**src/hdl/rtcp_pkg.sv**
```systemverilog
// ----------------------------------------------------------------------------
// Remote touch command parser package
// Shared widths, limits, frame bytes, event codes and the result record.
// ----------------------------------------------------------------------------
package rtcp_pkg;

  localparam int unsigned ScreenWidth  = 320;
  localparam int unsigned ScreenHeight = 240;

  localparam int unsigned XW     = 9;
  localparam int unsigned YW     = 8;
  localparam int unsigned LimitW = 10;
  localparam int unsigned CfgIdxW = 2;

  localparam logic [XW-1:0] XMax = XW'(ScreenWidth - 1);
  localparam logic [YW-1:0] YMax = YW'(ScreenHeight - 1);

  localparam logic [LimitW-1:0] HeaderGapReset   = LimitW'(50);
  localparam logic [LimitW-1:0] PayloadTimeReset = LimitW'(200);

  localparam logic [CfgIdxW-1:0] CfgHeaderGap   = CfgIdxW'(0);
  localparam logic [CfgIdxW-1:0] CfgPayloadTime = CfgIdxW'(1);

  localparam logic [7:0] HdrFirst   = 8'hAA;
  localparam logic [7:0] HdrSecond  = 8'h55;
  localparam logic [7:0] CmdFrame   = 8'h01;
  localparam logic [7:0] CmdTouch   = 8'h02;
  localparam logic [7:0] CmdRelease = 8'h03;

  typedef enum logic [1:0] {
    EV_FRAME   = 2'd0,
    EV_DOWN    = 2'd1,
    EV_RELEASE = 2'd2
  } event_kind_e;

  typedef struct packed {
    event_kind_e   kind;
    logic [XW-1:0] x;
    logic [YW-1:0] y;
    logic          pressed;
  } result_t;

endpackage

```
**src/hdl/rtcp_if.sv**
```systemverilog
// ----------------------------------------------------------------------------
// Remote touch command parser channels
// Valid/ready channels for input items and for result words.
// ----------------------------------------------------------------------------
interface rtcp_in_if;
  logic       valid;
  logic       ready;
  logic       action;
  logic [7:0] data_byte;

  modport source (output valid, output action, output data_byte, input ready);
  modport sink (input valid, input action, input data_byte, output ready);
endinterface

interface rtcp_out_if;
  logic                     valid;
  logic                     ready;
  logic [1:0]               event_kind;
  logic [rtcp_pkg::XW-1:0]  touch_x;
  logic [rtcp_pkg::YW-1:0]  touch_y;
  logic                     pressed;

  modport source (output valid, output event_kind, output touch_x, output touch_y,
                  output pressed, input ready);
  modport sink (input valid, input event_kind, input touch_x, input touch_y,
                input pressed, output ready);
endinterface

```
**src/hdl/rtcp_parser.sv**
```systemverilog
// ----------------------------------------------------------------------------
// Remote touch command parser core
// Frame state machine, tick timeouts, payload gathering and held touch state.
// ----------------------------------------------------------------------------
module rtcp_parser (
  input  logic                         clk_i,
  input  logic                         rst_ni,
  input  logic                         cfg_we_i,
  input  logic [rtcp_pkg::CfgIdxW-1:0] cfg_idx_i,
  input  logic [rtcp_pkg::LimitW-1:0]  cfg_data_i,
  input  logic                         accept_i,
  input  logic                         action_i,
  input  logic [7:0]                   data_byte_i,
  output logic                         res_valid_o,
  output rtcp_pkg::result_t            res_o
);

  localparam logic [2:0] PH_HUNT = 3'd0;
  localparam logic [2:0] PH_HDR2 = 3'd1;
  localparam logic [2:0] PH_CMD  = 3'd2;
  localparam logic [2:0] PH_DOWN = 3'd3;
  localparam logic [2:0] PH_UP   = 3'd4;

  logic [rtcp_pkg::LimitW-1:0] gap_lim_q, pay_lim_q;
  logic [2:0]                  phase_q, phase_d;
  logic [rtcp_pkg::LimitW-1:0] elapsed_q, elapsed_d;
  logic [2:0]                  gathered_q, gathered_d;
  logic [7:0]                  store_q [4];
  logic [7:0]                  store_d [4];
  logic [7:0]                  sum_q, sum_d;
  logic                        held_p_q, held_p_d;
  logic [rtcp_pkg::XW-1:0]     held_x_q, held_x_d;
  logic [rtcp_pkg::YW-1:0]     held_y_q, held_y_d;

  logic                        emit;
  rtcp_pkg::event_kind_e       kind;
  logic [rtcp_pkg::LimitW-1:0] lim;
  logic                        expired;
  logic                        finish;
  logic [7:0]                  check;
  logic [15:0]                 x_raw, y_raw;

  always_comb begin
    lim     = (phase_q == PH_HDR2) ? gap_lim_q : pay_lim_q;
    expired = elapsed_q >= lim;
    x_raw   = {store_q[0], store_q[1]};
    y_raw   = {store_q[2], store_q[3]};
  end

  always_comb begin
    phase_d    = phase_q;
    elapsed_d  = elapsed_q;
    gathered_d = gathered_q;
    store_d    = store_q;
    sum_d      = sum_q;
    held_p_d   = held_p_q;
    held_x_d   = held_x_q;
    held_y_d   = held_y_q;
    emit       = 1'b0;
    kind       = rtcp_pkg::EV_FRAME;
    finish     = 1'b0;
    check      = 8'h00;

    if (action_i) begin
      case (phase_q)
        PH_HDR2, PH_DOWN, PH_UP: begin
          if (!expired) begin
            elapsed_d = elapsed_q + rtcp_pkg::LimitW'(1);
          end else if (phase_q == PH_HDR2) begin
            phase_d = PH_HUNT;
          end else if (phase_q == PH_DOWN) begin
            finish = 1'b1;
          end else begin
            phase_d  = PH_HUNT;
            held_p_d = 1'b0;
            emit     = 1'b1;
            kind     = rtcp_pkg::EV_RELEASE;
          end
        end
        default: begin
        end
      endcase
    end else begin
      case (phase_q)
        PH_HUNT: begin
          if (data_byte_i == rtcp_pkg::HdrFirst) begin
            phase_d   = PH_HDR2;
            elapsed_d = '0;
          end
        end
        PH_HDR2: begin
          phase_d = (data_byte_i == rtcp_pkg::HdrSecond) ? PH_CMD : PH_HUNT;
        end
        PH_CMD: begin
          phase_d = PH_HUNT;
          if (data_byte_i == rtcp_pkg::CmdFrame) begin
            emit = 1'b1;
            kind = rtcp_pkg::EV_FRAME;
          end else if (data_byte_i == rtcp_pkg::CmdTouch) begin
            phase_d    = PH_DOWN;
            elapsed_d  = '0;
            gathered_d = '0;
            store_d    = '{default: 8'h00};
            sum_d      = rtcp_pkg::CmdTouch;
          end else if (data_byte_i == rtcp_pkg::CmdRelease) begin
            phase_d   = PH_UP;
            elapsed_d = '0;
          end
        end
        PH_DOWN: begin
          if (gathered_q < 3'd4) begin
            store_d[gathered_q[1:0]] = data_byte_i;
            sum_d      = sum_q + data_byte_i;
            gathered_d = gathered_q + 3'd1;
          end else begin
            finish = 1'b1;
            check  = data_byte_i;
          end
        end
        PH_UP: begin
          phase_d = PH_HUNT;
          if (data_byte_i == rtcp_pkg::CmdRelease) begin
            held_p_d = 1'b0;
            emit     = 1'b1;
            kind     = rtcp_pkg::EV_RELEASE;
          end
        end
        default: begin
          phase_d = PH_HUNT;
        end
      endcase
    end

    if (finish) begin
      phase_d = PH_HUNT;
      if (sum_q == check) begin
        held_x_d = (x_raw >= 16'(rtcp_pkg::ScreenWidth)) ? rtcp_pkg::XMax
                                                          : x_raw[rtcp_pkg::XW-1:0];
        held_y_d = (y_raw >= 16'(rtcp_pkg::ScreenHeight)) ? rtcp_pkg::YMax
                                                           : y_raw[rtcp_pkg::YW-1:0];
        held_p_d = 1'b1;
        emit     = 1'b1;
        kind     = rtcp_pkg::EV_DOWN;
      end
    end
  end

  assign res_valid_o  = accept_i && emit;
  assign res_o.kind    = kind;
  assign res_o.x       = held_x_d;
  assign res_o.y       = held_y_d;
  assign res_o.pressed = held_p_d;

  always_ff @(posedge clk_i or negedge rst_ni) begin
    if (!rst_ni) begin
      gap_lim_q <= rtcp_pkg::HeaderGapReset;
      pay_lim_q <= rtcp_pkg::PayloadTimeReset;
    end else if (cfg_we_i) begin
      if (cfg_idx_i == rtcp_pkg::CfgHeaderGap) begin
        gap_lim_q <= cfg_data_i;
      end else if (cfg_idx_i == rtcp_pkg::CfgPayloadTime) begin
        pay_lim_q <= cfg_data_i;
      end
    end
  end

  always_ff @(posedge clk_i or negedge rst_ni) begin
    if (!rst_ni) begin
      phase_q    <= PH_HUNT;
      elapsed_q  <= '0;
      gathered_q <= '0;
      store_q    <= '{default: 8'h00};
      sum_q      <= '0;
      held_p_q   <= 1'b0;
      held_x_q   <= '0;
      held_y_q   <= '0;
    end else if (accept_i) begin
      phase_q    <= phase_d;
      elapsed_q  <= elapsed_d;
      gathered_q <= gathered_d;
      store_q    <= store_d;
      sum_q      <= sum_d;
      held_p_q   <= held_p_d;
      held_x_q   <= held_x_d;
      held_y_q   <= held_y_d;
    end
  end

`ifndef NO_ASSERTIONS
  a_down_presses: assert property (@(posedge clk_i) disable iff (!rst_ni)
    (res_valid_o && res_o.kind == rtcp_pkg::EV_DOWN) |-> res_o.pressed)
    else $error("touch down event without pressed");
  a_clamped: assert property (@(posedge clk_i) disable iff (!rst_ni)
    res_valid_o |-> (res_o.x <= rtcp_pkg::XMax && res_o.y <= rtcp_pkg::YMax))
    else $error("reported coordinate outside the screen");
  a_event_resyncs: assert property (@(posedge clk_i) disable iff (!rst_ni)
    res_valid_o |=> phase_q == PH_HUNT)
    else $error("parser did not return to hunting after an event");
`endif

endmodule

```
**src/hdl/rtcp_outq.sv**
```systemverilog
// ----------------------------------------------------------------------------
// Remote touch command parser output queue
// Two-entry result buffer that decouples the parser from the output channel.
// ----------------------------------------------------------------------------
module rtcp_outq (
  input  logic              clk_i,
  input  logic              rst_ni,
  input  logic              push_i,
  input  rtcp_pkg::result_t data_i,
  output logic              full_o,
  rtcp_out_if.source        out
);

  rtcp_pkg::result_t buf_q [2];
  logic       wr_ptr_q, rd_ptr_q;
  logic [1:0] count_q;
  logic       pop;

  assign pop            = out.valid && out.ready;
  assign full_o         = count_q == 2'd2;
  assign out.valid      = count_q != 2'd0;
  assign out.event_kind = buf_q[rd_ptr_q].kind;
  assign out.touch_x    = buf_q[rd_ptr_q].x;
  assign out.touch_y    = buf_q[rd_ptr_q].y;
  assign out.pressed    = buf_q[rd_ptr_q].pressed;

  always_ff @(posedge clk_i) begin
    if (push_i) begin
      buf_q[wr_ptr_q] <= data_i;
    end
  end

  always_ff @(posedge clk_i or negedge rst_ni) begin
    if (!rst_ni) begin
      wr_ptr_q <= 1'b0;
      rd_ptr_q <= 1'b0;
      count_q  <= 2'd0;
    end else begin
      if (push_i) begin
        wr_ptr_q <= ~wr_ptr_q;
      end
      if (pop) begin
        rd_ptr_q <= ~rd_ptr_q;
      end
      case ({push_i, pop})
        2'b10:   count_q <= count_q + 2'd1;
        2'b01:   count_q <= count_q - 2'd1;
        default: count_q <= count_q;
      endcase
    end
  end

endmodule

```
**src/hdl/remote_touch_command_parser_unit.sv**
```systemverilog
// ----------------------------------------------------------------------------
// Remote touch command parser
// Frames serial bytes and millisecond ticks into touch and frame events.
// ----------------------------------------------------------------------------
// A result word is registered in the output queue before it leaves on the output channel.
// Throughput: one item per cycle while the result queue is not full; the parser state updates in one pass.
// A two-entry result queue keeps input ready while one word waits to leave.
// Reset returns the parser to hunting, empties the result queue and loads the default limits at once.
module remote_touch_command_parser_unit (
  input  logic                         clk_i,
  input  logic                         rst_ni,
  input  logic                         cfg_we_i,
  input  logic [rtcp_pkg::CfgIdxW-1:0] cfg_idx_i,
  input  logic [rtcp_pkg::LimitW-1:0]  cfg_data_i,
  rtcp_in_if.sink                      in_i,
  rtcp_out_if.source                   out_o
);

  logic              accept;
  logic              full;
  logic              res_valid;
  rtcp_pkg::result_t res;

  assign in_i.ready = !full;
  assign accept     = in_i.valid && !full;

  rtcp_parser u_parser (
    .clk_i       (clk_i),
    .rst_ni      (rst_ni),
    .cfg_we_i    (cfg_we_i),
    .cfg_idx_i   (cfg_idx_i),
    .cfg_data_i  (cfg_data_i),
    .accept_i    (accept),
    .action_i    (in_i.action),
    .data_byte_i (in_i.data_byte),
    .res_valid_o (res_valid),
    .res_o       (res)
  );

  rtcp_outq u_outq (
    .clk_i  (clk_i),
    .rst_ni (rst_ni),
    .push_i (res_valid),
    .data_i (res),
    .full_o (full),
    .out    (out_o)
  );

endmodule
```
**src/flat_wrapper.sv**
```systemverilog
// flat-port wrapper written by rule: the top's interface ports become plain ports
module remote_touch_command_parser_unit_flat 
  (clk_i, rst_ni, cfg_we_i, cfg_idx_i, cfg_data_i, in_i_valid, in_i_action, in_i_data_byte, in_i_ready, out_o_valid, out_o_event_kind, out_o_touch_x, out_o_touch_y, out_o_pressed, out_o_ready);
  rtcp_in_if in_i_i ();
  rtcp_out_if out_o_i ();
  input  logic clk_i;
  input  logic rst_ni;
  input  logic cfg_we_i;
  input  logic [rtcp_pkg::CfgIdxW-1:0] cfg_idx_i;
  input  logic [rtcp_pkg::LimitW-1:0] cfg_data_i;
  input wire logic [$bits(in_i_i.valid)-1:0] in_i_valid;
  input wire logic [$bits(in_i_i.action)-1:0] in_i_action;
  input wire logic [$bits(in_i_i.data_byte)-1:0] in_i_data_byte;
  output wire logic [$bits(in_i_i.ready)-1:0] in_i_ready;
  output wire logic [$bits(out_o_i.valid)-1:0] out_o_valid;
  output wire logic [$bits(out_o_i.event_kind)-1:0] out_o_event_kind;
  output wire logic [$bits(out_o_i.touch_x)-1:0] out_o_touch_x;
  output wire logic [$bits(out_o_i.touch_y)-1:0] out_o_touch_y;
  output wire logic [$bits(out_o_i.pressed)-1:0] out_o_pressed;
  input wire logic [$bits(out_o_i.ready)-1:0] out_o_ready;
  assign in_i_i.valid = in_i_valid;
  assign in_i_i.action = in_i_action;
  assign in_i_i.data_byte = in_i_data_byte;
  assign in_i_ready = in_i_i.ready;
  assign out_o_valid = out_o_i.valid;
  assign out_o_event_kind = out_o_i.event_kind;
  assign out_o_touch_x = out_o_i.touch_x;
  assign out_o_touch_y = out_o_i.touch_y;
  assign out_o_pressed = out_o_i.pressed;
  assign out_o_i.ready = out_o_ready;
  remote_touch_command_parser_unit u_core (.clk_i(clk_i), .rst_ni(rst_ni), .cfg_we_i(cfg_we_i), .cfg_idx_i(cfg_idx_i), .cfg_data_i(cfg_data_i), .in_i(in_i_i), .out_o(out_o_i));
endmodule
```
**config.mk**
```make
export PLATFORM = sky130hd
export DESIGN_NAME = remote_touch_command_parser_unit_flat
export DESIGN_NICKNAME = d
export VERILOG_FILES = /design/src/hdl/rtcp_pkg.sv /design/src/hdl/rtcp_if.sv /design/src/hdl/rtcp_parser.sv /design/src/hdl/rtcp_outq.sv /design/src/hdl/remote_touch_command_parser_unit.sv /design/src/flat_wrapper.sv
export SDC_FILE = /design/constraint.sdc
export NUM_CORES = 1
export LEC_CHECK = 0
export BUFFER_PORTS_ARGS = -buffer_cell sky130_fd_sc_hd__clkbuf_2
export CAP_MARGIN = 40
export CORE_MARGIN = 1.5
export CORE_UTILIZATION = 30
export DETAILED_ROUTE_END_ITERATION = 10
export PLACE_DENSITY_LB_ADDON = 0.2
export RECOVER_POWER = 50
export SETUP_SLACK_MARGIN = 0.3
export SLEW_MARGIN = 20
export SYNTH_ARGS = -nofsm -noshare
export SYNTH_HDL_FRONTEND = slang
export SYNTH_HIERARCHICAL = 1
export SYNTH_SLANG_ARGS = --single-unit
```
**constraint.sdc**
```tcl
create_clock -name clk_i -period 5.7 [get_ports clk_i]
set_input_delay 0.855 -clock clk_i [delete_from_list [all_inputs] [get_ports clk_i]]
set_output_delay 0.855 -clock clk_i [all_outputs]
set_load 0.01 [all_outputs]
```
Word-level counts from Yosys, hierarchy flattened --
Memory sizes are Yosys's and may differ from the RTL's. Index checks and enable logic that the tools add are counted.
Word-level totals: register bits 98, memories kept 1, bits in latches 0, input bits 26, RAM bits 40, memory bits (read-only) 0
Operators by class: bitwise operators 5, muxes and demuxes 83, reduce and logical (&&, ||, !) cells 17, shift operators 0, add/sub/neg operators 5, divide/modulo/power cells 0, $lt $le $gt $ge 6, eq/ne operators 27, $mul 0
Memories:
- u_core.u_outq.buf_q | depth 2, width 20, rd ports 1, clocked after memory_dff 0, wr ports 1, line rtcp_outq.sv:14 | rtcp_pkg::result_t buf_q [2];
Operators with widths (number):
- two-way mux 32 bit | 3
- two-way mux 10 bit | 8
- two-way mux 8 bit | 10
- case mux 32 bit (2 select lines) | 1
- two-way mux 3 bit | 13
- bitwise mux 32 bit | 1
- two-way mux 1 bit | 27
- two-way mux 9 bit | 3
- two-way mux 2 bit | 10
- case mux 10 bit (2 select lines) | 1
- demux 8 bit (select 2 bit) | 1
- == test 8 x 2 -> 1 bit (second input constant) | 2
- >= comparator 16 x 8 -> 1 bit (second input constant) | 1
- >= comparator 16 x 9 -> 1 bit (second input constant) | 1
- case mux 8 bit (2 select lines) | 1
- case mux 3 bit (4 select lines) | 1
- AND reduction 6 bit | 2
- adder 10 x 1 -> 10 bit (second input constant) | 1
- >= comparator 10 bit | 1
- inequality test 3 bit (second input constant) | 3
- adder 8 bit | 1
- == test 8 x 1 -> 1 bit (second input constant) | 1
- == test 8 x 7 -> 1 bit (second input constant) | 1
- == test 8 bit | 1
- 32 further kinds | 48

Logic depth before layout (Yosys ltp) --
depth in word-level cells 11, depth in mapped cells 18, mapped depth without buffers 15

Cells and area by module --
The synthesis kept the hierarchy.
By module, submodules not included:
- rtcp_parser | area each 5220.0 um^2, cells each 464, instances 1, sequential area each 2359.8 um^2
- rtcp_outq | area each 1641.6 um^2, cells each 79, instances 1, sequential area each 1301.2 um^2
- remote_touch_command_parser_unit | area each 10.0 um^2, cells each 2, instances 1, sequential area each 0.0 um^2

Worst setup path after synthesis --
OpenSTA, ideal clock, no wires.
path kind reg2reg, start register u_core.u_parser.phase_q[0], end memory u_core/u_outq/buf_q[0][0] (netlist name), enable pin, arrival 4.009 ns, path slack 1.294 ns, cell stages (with the launch flop) 15, path buffers 3, clock period less this slack 4.406 ns, path through dfrtp_1 -> clkbuf_1 -> nor2b_1 -> nor2b_1 -> buf_1 -> mux2i_1 -> ha_1 -> and4_1 -> a31oi_1 -> a211oi_1 -> o21a_1 -> buf_2 -> o31a_1 -> inv_1 -> nor2_1
On the way: longest elaborated chain between the ends 11
RTL lines:
- from (decl) | line rtcp_parser.sv:25 | logic [2:0] phase_q, phase_d;
- from (signal assigned) | line rtcp_parser.sv:178 | phase_q <= phase_d;
- == test 3 x 1 -> 1 bit / == test 3 x 2 -> 1 bit (equally long branches)
- two-way mux 10 bit / two-way mux 1 bit (equally long branches) | line rtcp_parser.sv:44, rtcp_parser.sv:71
- >= comparator 10 bit / two-way mux 1 bit (equally long branches) | line rtcp_parser.sv:45, rtcp_parser.sv:69
- two-way mux 1 bit | line rtcp_parser.sv:67 | if (!expired) begin
- two-way mux 1 bit | line rtcp_parser.sv:65 | case (phase_q)
- two-way mux 1 bit | line rtcp_parser.sv:64 | if (action_i) begin
- two-way mux 1 bit | line rtcp_parser.sv:136 | if (sum_q == check) begin
- two-way mux 1 bit * | line rtcp_parser.sv:134 | if (finish) begin
- logical AND 1 bit * | line rtcp_parser.sv:148 | assign res_valid_o = accept_i && emit;
- net u_core.res_valid | line remote_touch_command_parser_unit.sv:21 | logic res_valid;
- two-way mux 1 bit * | line rtcp_outq.sv:28 | if (push_i) begin
- two-way mux 1 bit (implied by the code) * | line rtcp_outq.sv:29 | buf_q[wr_ptr_q] <= data_i;
- to (decl) | line rtcp_outq.sv:14
The timed path passes the listed nets; every way through them passes the cells marked *.

Worst setup path after layout --
start register u_core.u_parser.phase_q[0], end memory u_core/u_outq/buf_q[1][8] (netlist name), enable pin
Same word-level chain as after synthesis.

==> out/results.ini <==
[sta]
fmax_ghz=0.241
worst_pin_slew_ns=1.58
setup_tns_ns=0
slew_headroom_pct=-5.44
slew_viol_final=56
rsz0062_at_grt=no
setup_viol=0
fin_crit_sh_pct=72.9
hold_violations=0
finClkSkew_ns=0.0122
period_needed_ns=4.16

[layout]
diodes=0
layoutNonFillerInstCount=890
finalNetCount=642
num-fill-cells=2229
area_growth_pct=15.7
drive_above_1_share_pct=23.8

[drt]
routed_wl_um=14900
wire_per_inst_um=16.7
final_antenna_net_count=0
drc_errors=0
drtIter0Drc=286
drtPass1Iterations=5
vias=4403
viasPerCell=4.95

[grt]
grt_max_degree=46
grt_pass1_wl_um=24900
grt_overflow=0
grt_pass1_vias=4690
gr-usage-all-layers_pct=13.3
antenna_found_initial=0

[status]
violations=capacitance limit, slew limit
status=finished with violations

[synthesis]
yosys_most_used_dff=dfrtp_1
synth.avg_cell_area_um2=12.6
synth_cell_types=74
synth_edf_count=40
syn_inst=545
syn_area_um2=6870
async_reset_ff_share_pct=71.0
syn_nets=595
ys_warn_count=6
ys_ff_latch=138
synth-seq-area-share_pct=53.3

[setup_path]
cp_max_fo=21
critPathCaptureType=register
rrSetupSlack_ns=1.54
start_kind=register
critPathTopFamily=simple AND/OR/NAND/NOR gates
cp-startpoint=u_core/u_parser/phase_q[0]
crit_buf_inv=3
timing.rr.start=u_core/u_parser/phase_q[0]
crit_arrival_ns=4.29
crit_required_ns=5.84
r2r_cells=14
path_cells=nor2b_1, nor2b_1, buf_4, mux2_2, ha_1, nand2b_1, a211o_1, nand3_1, a211oi_1, o21a_1, buf_4, o31a_1, and2_1, buf_8
r2r_end=u_core/u_outq/buf_q[1][8]
slowest_stage=dfrtp_1
critical_path_class=reg2reg
crit_path_max_incr_delay_ns=0.51

[clocking]
hold_buffers=0
insertion_delay_ns=0.43
post_cts_buffers=0
cts_buffers=17
htree_num_levels=4
cts_root_buf=clkbuf_16
clk_pin_slew_ns=0.07
post_cts_resized=0
cts_tree=built
ctsLongestPathBuffers=2
clock-sinks=138

[power]
leakagePower_nw=3.47
powerDensity_nw_per_um2=360
peakVddDrop_mv=0.167

[floorplan]
core_um2=22600
design.die.area_um2=23800
ios=48
rows=55
initial_core_util_pct=30.4
dieHeight_um=154
die_w_um=154

[hold_path]
min_to=u_core/u_outq/count_q[1]
hold_depth=1
worstHoldStart=u_core/u_outq/count_q[1]
worstHoldPathType=reg2reg

[flow_run]
drv_cap=3

[place]
gp_congestion=0.770
dp_hpwl_um=10500
post-place-cells=858
io_buffers=47

routing by layer:
metal  wire length, um  vias to the layer above  GRT usage (%)
met1              7340                     2208           17.8
met4               148                        0           4.40
met5                 0                        -              0
li1                  -                     2103              -
met3               608                       10           3.53
met2              6800                       82           20.9
registers in the layout, indices dropped and copies added (netlist names), 2 cells and up:
name,flops
u_core/u_parser/sum_q,8
u_core/u_parser/gathered_q,3
u_core/u_parser/held_y_q,8
u_core/u_outq/count_q,2
u_core/u_parser/gap_lim_q,10
u_core/u_parser/phase_q,3
u_core/u_parser/held_x_q,9
u_core/u_parser/pay_lim_q,10
u_core/u_outq/buf_q,40
u_core/u_parser/store_q,32
u_core/u_parser/elapsed_q,10
layout by cell type (no fill, tap or decap), types with 6 or more instances in the layout:
master and count:
nor4_1 7, nor2_1 23, clkbuf_1 26, ha_1 23
a22o_1 33, xor2_1 7, nand4_1 7, dfrtp_1 92
inv_8 6, clkbuf_2 24, o21ai_1 6, nor2b_1 6
a21oi_1 11, edfxtp_1 40, mux2_1 34, mux2i_1 11
dfstp_2 6, nor3_1 6, mux2_2 42, or2_2 16
nand3_1 9, inv_1 24, xnor2_1 6, nand2_1 20
clkbuf_16 17, and2_1 7
where the power goes:
part           internal, mW  switching [mW]
clock network         0.599           0.517
logic                 0.287           0.307
registers              1.08          0.0667
per-stage QoR:
| step | hold slack, ns | worst slack (ns) | instance area (um^2) | util, % | total power [mW] |
|---|---|---|---|---|---|
| 6_report | 0.478 | 1.54 | 7950 | 35.2 | 2.86 |
| 3_5_place_dp | 0.467 | 1.54 | 7400 | 32.8 | 1.80 |
| 3_3_place_gp | 0.460 | 1.37 | 7340 | 32.5 | 1.78 |
| 4_1_cts | 0.340 | 1.52 | 8010 | 35.5 | 2.94 |
| 2_1_floorplan | 0.450 | 1.29 | 6870 | - | 1.61 |
| 5_1_grt | 0.500 | 1.22 | 7950 | 35.2 | 3.03 |
area by class of cell:
type	count	area, um^2	area share, %
Clock buffer	17	425	5.35
Clock inverter	15	184	2.31
Inverter	25	93.8	1.18
Multi-Input combinational cell	354	2940	37.0
Sequential cell	138	3660	46.0
Tap cell	285	357	4.49
Timing Repair Buffer	56	288	3.62
cell usage after synthesis (5+ instances only):
| master | instances | area share [%] |
|---|---|---|
| a21oi_1 | 11 | 0.80 |
| o21ai_1 | 6 | 0.44 |
| nor2_1 | 23 | 1.3 |
| buf_4 | 5 | 0.55 |
| mux2i_1 | 11 | 1.6 |
| nand4_1 | 7 | 0.64 |
| buf_2 | 5 | 0.36 |
| clkbuf_1 | 13 | 0.71 |
| nor4_1 | 7 | 0.64 |
| inv_1 | 24 | 1.3 |
| nand2_1 | 20 | 1.1 |
| dfstp_2 | 6 | 2.3 |
| or2_2 | 15 | 1.4 |
| a22o_1 | 33 | 4.2 |
| xor2_1 | 7 | 0.89 |
| nor3_1 | 6 | 0.44 |
| dfrtp_1 | 92 | 34 |
| ha_1 | 23 | 4.2 |
| mux2_1 | 34 | 5.6 |
| and2_1 | 7 | 0.64 |
| edfxtp_1 | 40 | 17 |
| nand3_1 | 9 | 0.66 |
| mux2_2 | 42 | 6.9 |
| xnor2_1 | 6 | 0.76 |
| nor2b_1 | 6 | 0.55 |
cells by family after synthesis:
group,Yosys count,share of synthesized area (%)
compound gates,97,11.3
flops,138,53.3
simple gates,132,11.1
mux,88,14.4
xor+xnor,13,1.66
buf+inv,53,3.71
fa+ha+maj,24,4.48
worst max-delay path by stage:
stage / slack, ns / to / cells past startpoint
final: 1.54 / u_core/u_outq/buf_q[1][8] / 14
after floorplan: 1.29 / u_core/u_outq/buf_q[0][0] / 14
after global placement: 1.37 / u_core/u_outq/buf_q[1][1] / 13
after detailed placement: 1.54 / u_core/u_outq/buf_q[1][1] / 14
after CTS: 1.52 / u_core/u_outq/buf_q[1][9] / 14
after global routing: 1.22 / u_core/u_outq/buf_q[1][9] / 14
No activity file was read; power rests on OpenSTA's default activity.
